==> src/design/tal_pkg.sv <==
// shared types, constants and reset values of the tilt angle led bar
// no dependencies
package tal_pkg;

   localparam int EDGE_COUNT = 4;
   localparam int EDGE_IDX_W = $clog2(EDGE_COUNT);
   localparam int EDGE_W = 32;
   localparam int ACCEL_W = 16;
   localparam int CSR_INDEX_W = 8;
   localparam int PROD_W = 2 * EDGE_W;

   typedef logic signed [ACCEL_W-1:0] accel_type;
   typedef logic [ACCEL_W-1:0] mag_type;
   typedef logic [EDGE_W-1:0] edge_type;
   typedef logic [EDGE_IDX_W-1:0] edge_idx_type;
   typedef logic [EDGE_COUNT-1:0][EDGE_W-1:0] edge_array_type;
   typedef logic [2:0] led_type;
   typedef logic [CSR_INDEX_W-1:0] csr_index_type;
   typedef logic [PROD_W-1:0] prod_type;

   typedef struct packed {
      edge_type op_a;
      edge_type op_b;
   } mul_op_type;

   localparam csr_index_type CSR_EDGE_TAN_SQ_10 = 8'd0;
   localparam csr_index_type CSR_EDGE_TAN_SQ_20 = 8'd1;
   localparam csr_index_type CSR_EDGE_TAN_SQ_30 = 8'd2;
   localparam csr_index_type CSR_EDGE_TAN_SQ_40 = 8'd3;

   localparam edge_array_type EDGE_RESET = {
      32'd3024035749, 32'd1431655765, 32'd568972357, 32'd133535703
   };

   function automatic mag_type magnitude(input accel_type value);
      mag_type raw;
      raw = mag_type'(value);
      return raw[ACCEL_W-1] ? mag_type'(~raw + 1'b1) : raw;
   endfunction

endpackage

==> src/design/tal_ifs.sv <==
// valid/ready channels of the tilt angle led bar: sample, result, register write
// depends on tal_pkg
interface tal_req_if;
   logic valid;
   logic ready;
   tal_pkg::accel_type accel_x;
   tal_pkg::accel_type accel_y;
   tal_pkg::accel_type accel_z;
   modport source (output valid, accel_x, accel_y, accel_z, input ready);
   modport sink (input valid, accel_x, accel_y, accel_z, output ready);
endinterface

interface tal_rsp_if;
   logic valid;
   logic ready;
   logic led_lit;
   tal_pkg::led_type led_index;
   logic in_range;
   modport source (output valid, led_lit, led_index, in_range, input ready);
   modport sink (input valid, led_lit, led_index, in_range, output ready);
endinterface

interface tal_csr_if;
   logic valid;
   logic ready;
   tal_pkg::csr_index_type index;
   tal_pkg::edge_type data;
   modport source (output valid, index, data, input ready);
   modport sink (input valid, index, data, output ready);
endinterface

==> src/design/tal_mul.sv <==
// shared 32x32 unsigned multiplier with registered product
// depends on tal_pkg
module tal_mul (
   input  logic                clock,
   input  tal_pkg::mul_op_type op,
   output tal_pkg::prod_type   prod_ff
);

   tal_pkg::prod_type prod_in;

   assign prod_in = tal_pkg::prod_type'(op.op_a) * tal_pkg::prod_type'(op.op_b);

   always_ff @(posedge clock) begin
      prod_ff <= prod_in;
   end

endmodule

==> src/design/tal_seq.sv <==
// sequencer: squares, sum, edge products and compares on the shared multiplier,
// led state and result register; depends on tal_pkg and tal_ifs
module tal_seq (
   input  logic                    clock,
   input  logic                    reset,
   tal_req_if.sink                 req_if,
   tal_rsp_if.source               rsp_if,
   input  tal_pkg::edge_array_type edges,
   input  tal_pkg::prod_type       prod,
   output tal_pkg::mul_op_type     mul_op
);

   typedef enum logic [2:0] {
      S_IDLE, S_SQ_X, S_SQ_Y, S_SQ_Z, S_SUM, S_EDGE, S_CMP, S_DONE
   } state_type;

   state_type state_ff, state_in;
   tal_pkg::mag_type ax_ff, ax_in, ay_ff, ay_in, az_ff, az_in;
   logic xneg_ff, xneg_in;
   logic [30:0] lhs_ff, lhs_in;
   tal_pkg::edge_type den_ff, den_in;
   tal_pkg::edge_idx_type k_ff, k_in;
   logic hit_ff, hit_in;
   tal_pkg::led_type lit_led_ff, lit_led_in;
   logic any_lit_ff, any_lit_in;
   logic rsp_valid_ff, rsp_valid_in;
   logic rsp_lit_ff, rsp_lit_in;
   tal_pkg::led_type rsp_index_ff, rsp_index_in;
   logic rsp_range_ff, rsp_range_in;

   tal_pkg::edge_idx_type edge_sel;
   tal_pkg::edge_idx_type k_next;
   tal_pkg::prod_type lhs_full;
   logic hit_now;
   tal_pkg::led_type led_new;

   assign req_if.ready = (state_ff == S_IDLE);
   assign rsp_if.valid = rsp_valid_ff;
   assign rsp_if.led_lit = rsp_lit_ff;
   assign rsp_if.led_index = rsp_index_ff;
   assign rsp_if.in_range = rsp_range_ff;

   assign k_next = tal_pkg::edge_idx_type'(k_ff + 1'b1);
   assign edge_sel = (state_ff == S_EDGE) ? '0 : k_next;
   assign lhs_full = {1'b0, lhs_ff, 32'b0};
   assign hit_now = (lhs_full <= prod);
   assign led_new = xneg_ff ? {1'b1, k_ff} : {1'b0, ~k_ff};

   always_comb begin
      mul_op = '0;
      unique case (state_ff)
         S_SQ_X: begin
            mul_op.op_a = tal_pkg::edge_type'(ax_ff);
            mul_op.op_b = tal_pkg::edge_type'(ax_ff);
         end
         S_SQ_Y: begin
            mul_op.op_a = tal_pkg::edge_type'(ay_ff);
            mul_op.op_b = tal_pkg::edge_type'(ay_ff);
         end
         S_SQ_Z: begin
            mul_op.op_a = tal_pkg::edge_type'(az_ff);
            mul_op.op_b = tal_pkg::edge_type'(az_ff);
         end
         S_EDGE, S_CMP: begin
            mul_op.op_a = edges[edge_sel];
            mul_op.op_b = den_ff;
         end
         default: begin
         end
      endcase
   end

   always_comb begin
      state_in = state_ff;
      ax_in = ax_ff;
      ay_in = ay_ff;
      az_in = az_ff;
      xneg_in = xneg_ff;
      lhs_in = lhs_ff;
      den_in = den_ff;
      k_in = k_ff;
      hit_in = hit_ff;
      lit_led_in = lit_led_ff;
      any_lit_in = any_lit_ff;
      rsp_valid_in = rsp_valid_ff && !rsp_if.ready;
      rsp_lit_in = rsp_lit_ff;
      rsp_index_in = rsp_index_ff;
      rsp_range_in = rsp_range_ff;
      unique case (state_ff)
         S_IDLE: begin
            if (req_if.valid) begin
               ax_in = tal_pkg::magnitude(req_if.accel_x);
               ay_in = tal_pkg::magnitude(req_if.accel_y);
               az_in = tal_pkg::magnitude(req_if.accel_z);
               xneg_in = req_if.accel_x[tal_pkg::ACCEL_W-1];
               k_in = '0;
               state_in = S_SQ_X;
            end
         end
         S_SQ_X: state_in = S_SQ_Y;
         S_SQ_Y: begin
            lhs_in = prod[30:0];
            state_in = S_SQ_Z;
         end
         S_SQ_Z: begin
            den_in = prod[31:0];
            state_in = S_SUM;
         end
         S_SUM: begin
            den_in = den_ff + prod[31:0];
            state_in = S_EDGE;
         end
         S_EDGE: state_in = S_CMP;
         S_CMP: begin
            if (hit_now || k_ff == tal_pkg::edge_idx_type'(tal_pkg::EDGE_COUNT - 1)) begin
               hit_in = hit_now;
               state_in = S_DONE;
            end else begin
               k_in = k_next;
            end
         end
         S_DONE: begin
            if (!rsp_valid_ff || rsp_if.ready) begin
               if (hit_ff) begin
                  lit_led_in = led_new;
                  any_lit_in = 1'b1;
               end
               rsp_valid_in = 1'b1;
               rsp_lit_in = hit_ff || any_lit_ff;
               rsp_index_in = hit_ff ? led_new : lit_led_ff;
               rsp_range_in = hit_ff;
               state_in = S_IDLE;
            end
         end
         default: state_in = S_IDLE;
      endcase
   end

   always_ff @(posedge clock) begin
      if (reset) begin
         state_ff <= S_IDLE;
         lit_led_ff <= '0;
         any_lit_ff <= 1'b0;
         rsp_valid_ff <= 1'b0;
      end else begin
         state_ff <= state_in;
         lit_led_ff <= lit_led_in;
         any_lit_ff <= any_lit_in;
         rsp_valid_ff <= rsp_valid_in;
      end
      ax_ff <= ax_in;
      ay_ff <= ay_in;
      az_ff <= az_in;
      xneg_ff <= xneg_in;
      lhs_ff <= lhs_in;
      den_ff <= den_in;
      k_ff <= k_in;
      hit_ff <= hit_in;
      rsp_lit_ff <= rsp_lit_in;
      rsp_index_ff <= rsp_index_in;
      rsp_range_ff <= rsp_range_in;
   end

endmodule

==> src/design/tilt_angle_led_bar.sv <==
// tilt angle led bar top level: edge registers, sequencer and shared multiplier
// depends on tal_pkg, tal_ifs, tal_mul and tal_seq
//
// req_if takes one accelerometer item (accel_x, accel_y, accel_z) at a time.
// rsp_if returns one item per sample: led_lit, led_index and in_range.
// csr_if writes the four tan squared bin edges (index 0 to 3, Q0.32);
// other indexes are ignored. csr_if is always ready; it is to be written
// only while idle: the user must keep to this, the block does not enforce it.
// From req accept to rsp valid it computes three squares, one sum, then one
// edge product per bin tested, all on one shared 32x32 multiplier whose
// product is registered. The first matching bin ends the search. A new
// item is accepted the cycle after its result is loaded.
// The result sits in an output register; while the receiver stalls the next
// item is still accepted and computed, and waits only to load that register.
// Reset restores the edge defaults, clears the lit led state and the result
// valid.
module tilt_angle_led_bar (
   input  logic       clock,
   input  logic       reset,
   tal_req_if.sink    req_if,
   tal_rsp_if.source  rsp_if,
   tal_csr_if.sink    csr_if
);

   tal_pkg::edge_array_type edge_ff, edge_in;
   tal_pkg::mul_op_type mul_op;
   tal_pkg::prod_type prod;

   assign csr_if.ready = 1'b1;

   always_comb begin
      edge_in = edge_ff;
      if (csr_if.valid) begin
         unique case (csr_if.index)
            tal_pkg::CSR_EDGE_TAN_SQ_10: edge_in[0] = csr_if.data;
            tal_pkg::CSR_EDGE_TAN_SQ_20: edge_in[1] = csr_if.data;
            tal_pkg::CSR_EDGE_TAN_SQ_30: edge_in[2] = csr_if.data;
            tal_pkg::CSR_EDGE_TAN_SQ_40: edge_in[3] = csr_if.data;
            default: begin
            end
         endcase
      end
   end

   always_ff @(posedge clock) begin
      if (reset) begin
         edge_ff <= tal_pkg::EDGE_RESET;
      end else begin
         edge_ff <= edge_in;
      end
   end

   tal_seq u_seq (
      .clock  (clock),
      .reset  (reset),
      .req_if (req_if),
      .rsp_if (rsp_if),
      .edges  (edge_ff),
      .prod   (prod),
      .mul_op (mul_op)
   );

   tal_mul u_mul (
      .clock   (clock),
      .op      (mul_op),
      .prod_ff (prod)
   );

endmodule
==> src/flat_wrapper.sv <==
// flat-port wrapper written by rule: the top's interface ports become plain ports
module tilt_angle_led_bar_flat 
  (clock, reset, req_if_valid, req_if_accel_x, req_if_accel_y, req_if_accel_z, req_if_ready, rsp_if_valid, rsp_if_led_lit, rsp_if_led_index, rsp_if_in_range, rsp_if_ready, csr_if_valid, csr_if_index, csr_if_data, csr_if_ready);
  tal_req_if req_if_i ();
  tal_rsp_if rsp_if_i ();
  tal_csr_if csr_if_i ();
  input  logic clock;
  input  logic reset;
  input wire logic [$bits(req_if_i.valid)-1:0] req_if_valid;
  input wire logic [$bits(req_if_i.accel_x)-1:0] req_if_accel_x;
  input wire logic [$bits(req_if_i.accel_y)-1:0] req_if_accel_y;
  input wire logic [$bits(req_if_i.accel_z)-1:0] req_if_accel_z;
  output wire logic [$bits(req_if_i.ready)-1:0] req_if_ready;
  output wire logic [$bits(rsp_if_i.valid)-1:0] rsp_if_valid;
  output wire logic [$bits(rsp_if_i.led_lit)-1:0] rsp_if_led_lit;
  output wire logic [$bits(rsp_if_i.led_index)-1:0] rsp_if_led_index;
  output wire logic [$bits(rsp_if_i.in_range)-1:0] rsp_if_in_range;
  input wire logic [$bits(rsp_if_i.ready)-1:0] rsp_if_ready;
  input wire logic [$bits(csr_if_i.valid)-1:0] csr_if_valid;
  input wire logic [$bits(csr_if_i.index)-1:0] csr_if_index;
  input wire logic [$bits(csr_if_i.data)-1:0] csr_if_data;
  output wire logic [$bits(csr_if_i.ready)-1:0] csr_if_ready;
  assign req_if_i.valid = req_if_valid;
  assign req_if_i.accel_x = req_if_accel_x;
  assign req_if_i.accel_y = req_if_accel_y;
  assign req_if_i.accel_z = req_if_accel_z;
  assign req_if_ready = req_if_i.ready;
  assign rsp_if_valid = rsp_if_i.valid;
  assign rsp_if_led_lit = rsp_if_i.led_lit;
  assign rsp_if_led_index = rsp_if_i.led_index;
  assign rsp_if_in_range = rsp_if_i.in_range;
  assign rsp_if_i.ready = rsp_if_ready;
  assign csr_if_i.valid = csr_if_valid;
  assign csr_if_i.index = csr_if_index;
  assign csr_if_i.data = csr_if_data;
  assign csr_if_ready = csr_if_i.ready;
  tilt_angle_led_bar u_core (.clock(clock), .reset(reset), .req_if(req_if_i), .rsp_if(rsp_if_i), .csr_if(csr_if_i));
endmodule
==> config.mk <==
export PLATFORM = sky130hd
export DESIGN_NAME = tilt_angle_led_bar_flat
export DESIGN_NICKNAME = d
export VERILOG_FILES = /design/src/design/tal_pkg.sv /design/src/design/tal_ifs.sv /design/src/design/tal_mul.sv /design/src/design/tal_seq.sv /design/src/design/tilt_angle_led_bar.sv /design/src/flat_wrapper.sv
export SDC_FILE = /design/constraint.sdc
export NUM_CORES = 2
export LEC_CHECK = 0
export CAP_MARGIN = 10
export CORE_MARGIN = 4
export CORE_UTILIZATION = 24
export DETAILED_ROUTE_END_ITERATION = 10
export DONT_BUFFER_PORTS = 1
export GPL_TIMING_DRIVEN = 0
export PLACE_DENSITY = 0.35
export SLEW_MARGIN = 20
export SYNTH_ARGS = -nofsm -noshare
export SYNTH_HDL_FRONTEND = slang
export SYNTH_SLANG_ARGS = --single-unit
export TNS_END_PERCENT = 1
==> constraint.sdc <==
create_clock -name clock -period 12.7 [get_ports clock]
set_clock_uncertainty 0.05 [all_clocks]
set_input_delay 1.905 -clock clock [delete_from_list [all_inputs] [get_ports clock]]
set_output_delay 1.905 -clock clock [all_outputs]
set_load 0.005 [all_outputs]
==> impl_metrics.env <==
export IMPL_final_common_cell="nand2_1"
export IMPL_worstSetupStartpointType="register"
export IMPL_cp_common_cell="fa_1"
export IMPL_place_hpwl_um=185000
export IMPL_synthCells=5395
export IMPL_post_synth_instance_area_um2=47900
export IMPL_crit_slowest_cell="nand2_1"
export IMPL_clock_sinks=320
export IMPL_p_leak_nw=24.6
export IMPL_hold_violations=0
export IMPL_finalCritPeriodShare_pct=94.9
export IMPL_cts_root_buf="clkbuf_16"
export IMPL_hold_class="reg -> reg"
export IMPL_track_usage_pct=21.5
export IMPL_outcome="finished, final reports clean"
export IMPL_route_detailed_drc=0
export IMPL_ctsResizeCount=0
export IMPL_postRouteAntennaNets=0
export IMPL_critPathMaxStageDelay_ns=0.89
export IMPL_crit_buf_inv=6
export IMPL_final_cells=8121
export IMPL_clock_fmax_ghz=0.0829
export IMPL_dp_cells=8046
export IMPL_startpoint="u_core.u_seq.state_ff[2]"
export IMPL_layout_drive_gt1_share_pct=4.67
export IMPL_setup_violations_final=0
export IMPL_ir_drop_mv=0.0922
export IMPL_clkTransAtPathRegs_ns=0.06
export IMPL_place_gp_congestion=0.942
export IMPL_ys_ff_latch=320
export IMPL_grt_pass1_wl_um=315000
export IMPL_fp_dieH_um=455
export IMPL_antenna_found_initial=10
export IMPL_worstHoldStart="u_core.edge_ff[14]"
export IMPL_cts_inserted_buffers=39
export IMPL_nFillCells=21600
export IMPL_synth_edf_count=120
export IMPL_ys_types=94
export IMPL_rr_startpoint="u_core.u_seq.state_ff[2]"
export IMPL_drt_iter0_drc=2772
export IMPL_ys_async_sr_fraction_pct=0
export IMPL_finalWirelength_um=221000
export IMPL_post_cts_buffers=0
export IMPL_cts_hold_buf=0
export IMPL_grt_overflow=0
export IMPL_power_density_nw_per_um2=94.6
export IMPL_cp_end_kind="register"
export IMPL_yosysSeqAreaShare_pct=15.9
export IMPL_core_rowCount=163
export IMPL_grt_pass1_vias=40100
export IMPL_htree_levels=2
export IMPL_path_class="reg -> reg"
export IMPL_start_util_pct=24.2
export IMPL_path_delay_family="adder cells"
export IMPL_io_buffers=0
export IMPL_firstDrtPassIters=5
export IMPL_nNetsFinal=6766
export IMPL_areaGrowthSynthToFinish_pct=10.4
export IMPL_drv_slew=0
export IMPL_critPathRequiredTime_ns=13.08
export IMPL_cp_arrival_ns=12.44
export IMPL_grt_max_degree=51
export IMPL_path_max_fanout=10
export IMPL_vias=37800
export IMPL_finalCriticalPeriod_ns=12.06
export IMPL_synth_net_count=6714
export IMPL_cap_viol_max_count=0
export IMPL_fp_coreArea_um2=198000
export IMPL_whs_ns=0.398
export IMPL_final_cell_mix="nand2_1 (962), inv_1 (943), fa_1 (897), nor2_1 (561), ha_1 (329)"
export IMPL_ys_warn_count=0
export IMPL_tns_ns=0
export IMPL_fin_util_pct=26.7
export IMPL_wl_per_cell_um=27.2
export IMPL_worstSkewPairLatency_ns=0.57
export IMPL_syn_avg_cell_area_um2=8.87
export IMPL_cts_path_max_buffers=3
export IMPL_dieArea_um2=207000
export IMPL_relSlewSlack_pct=16.3
export IMPL_viasPerCell=4.65
export IMPL_worst_slew_pin_slew_ns=1.26
export IMPL_rsz0062_at_grt="false"
export IMPL_cts_tree="yes"
export IMPL_io_pins=101
export IMPL_dieWidth_um=455
export IMPL_ys_flop_type="dfxtp_1"
-- cell type report --
cell class / count / area, um^2 / area share (%)
clock buffers: 52 / 1150 / 2.17
plain buffers: 284 / 1180 / 2.23
clock inverters: 19 / 149 / 0.282
flip-flops and latches: 320 / 7610 / 14.4
well taps: 2640 / 3300 / 6.25
diodes: 4 / 10.0 / 0.0189
multi-input cells: 3847 / 35700 / 67.6
repair buffers: 11 / 194 / 0.367
inverters: 944 / 3540 / 6.70
-- synth_stat cells, types with 17 or more instances --
library cell  number  area [um^2]
clkbuf_1         212          796
o21ai_0           83          415
nor3_1            22          110
or2_2             23          144
nand2b_1          17          106
nand3_1           44          220
edfxtp_1         120         3600
ha_1             329         4120
a22oi_1           17          128
inv_1            943         3540
nand2_1          962         3610
xor2_1            39          342
nand3b_1          72          541
a21o_1            86          646
dfxtp_1          200         4000
o21bai_1          18          135
nand4_1           21          131
or3_1             29          181
a21oi_1          178          891
buf_2             46          230
mux2_2            20          225
xnor2_1           85          744
mux2i_1           18          180
nor2_1           563         2110
and2_1            63          394
fa_1             897        18000
-- where the power goes --
| part | internal, W | leakage [nW] | total [W] | switching (W) |
|---|---|---|---|---|
| Clock | 0.000661 | 0.651 | 0.00114 | 0.000482 |
| Combinational | 0.000806 | 21.2 | 0.00251 | 0.00171 |
| Sequential | 0.00120 | 2.75 | 0.00135 | 0.000151 |
-- tightest hold or removal path: stages, from the launching register on --
cell     delay [ns]
dfxtp_1        0.31
nand2_1        0.05
a21oi_1        0.05
-- state kept, by name, summed over array words and instances (netlist names), 2 cells and up --
register,flops
u_core.u_mul.prod_ff,64
u_core.u_seq.k_ff,2
u_core.u_seq.lhs_ff,31
u_core.u_seq.ay_ff,16
u_core.u_seq.state_ff,3
u_core.u_seq.ax_ff,16
u_core.u_seq.rsp_if.led_index,3
u_core.u_seq.lit_led_ff,3
u_core.u_seq.az_ff,16
u_core.u_seq.den_ff,32
u_core.edge_ff,128
-- per-layer routing --
metal	track usage, %	wire length (um)	up-vias
met4	6.08	7280	2
met3	2.76	12100	195
li1	-	-	16800
met5	0	13	-
met2	33.6	97600	1086
met1	31.0	104000	19700
-- worst paths after layout --
check,endpoint,slack [ns],depth (start not counted)
worst max-delay path,u_core.u_mul.prod_ff[42],0.64,27
worst min register to register,u_core.edge_ff[14],0.40,2
worst max register to register,u_core.u_mul.prod_ff[42],0.64,27
worst min-delay path,u_core.edge_ff[14],0.40,2
-- per-stage QoR --
stage / instance area, um^2 / setup WS (ns) / total power [W]
after floorplan: 47900 / 4.14 / 0.00275
after global placement: 51200 / -0.0972 / 0.00386
after detailed placement: 51500 / 0.773 / 0.00384
after CTS: 52800 / 0.690 / 0.00504
after global routing: 52800 / 0.202 / 0.00531
final: 52900 / 0.643 / 0.00500
-- logic make-up after synthesis --
| family | synth area share [%] |
|---|---|
| other | 0.00784 |
| buffers and inverters | 9.83 |
| adders and majority gates | 46.1 |
| xor gates and xnor gates | 2.27 |
| AOI/OAI and AO/OA | 8.00 |
| muxes | 0.847 |
| DFF | 15.9 |
| and+or+nand+nor | 17.0 |
(Power assumes the default switching activity.)
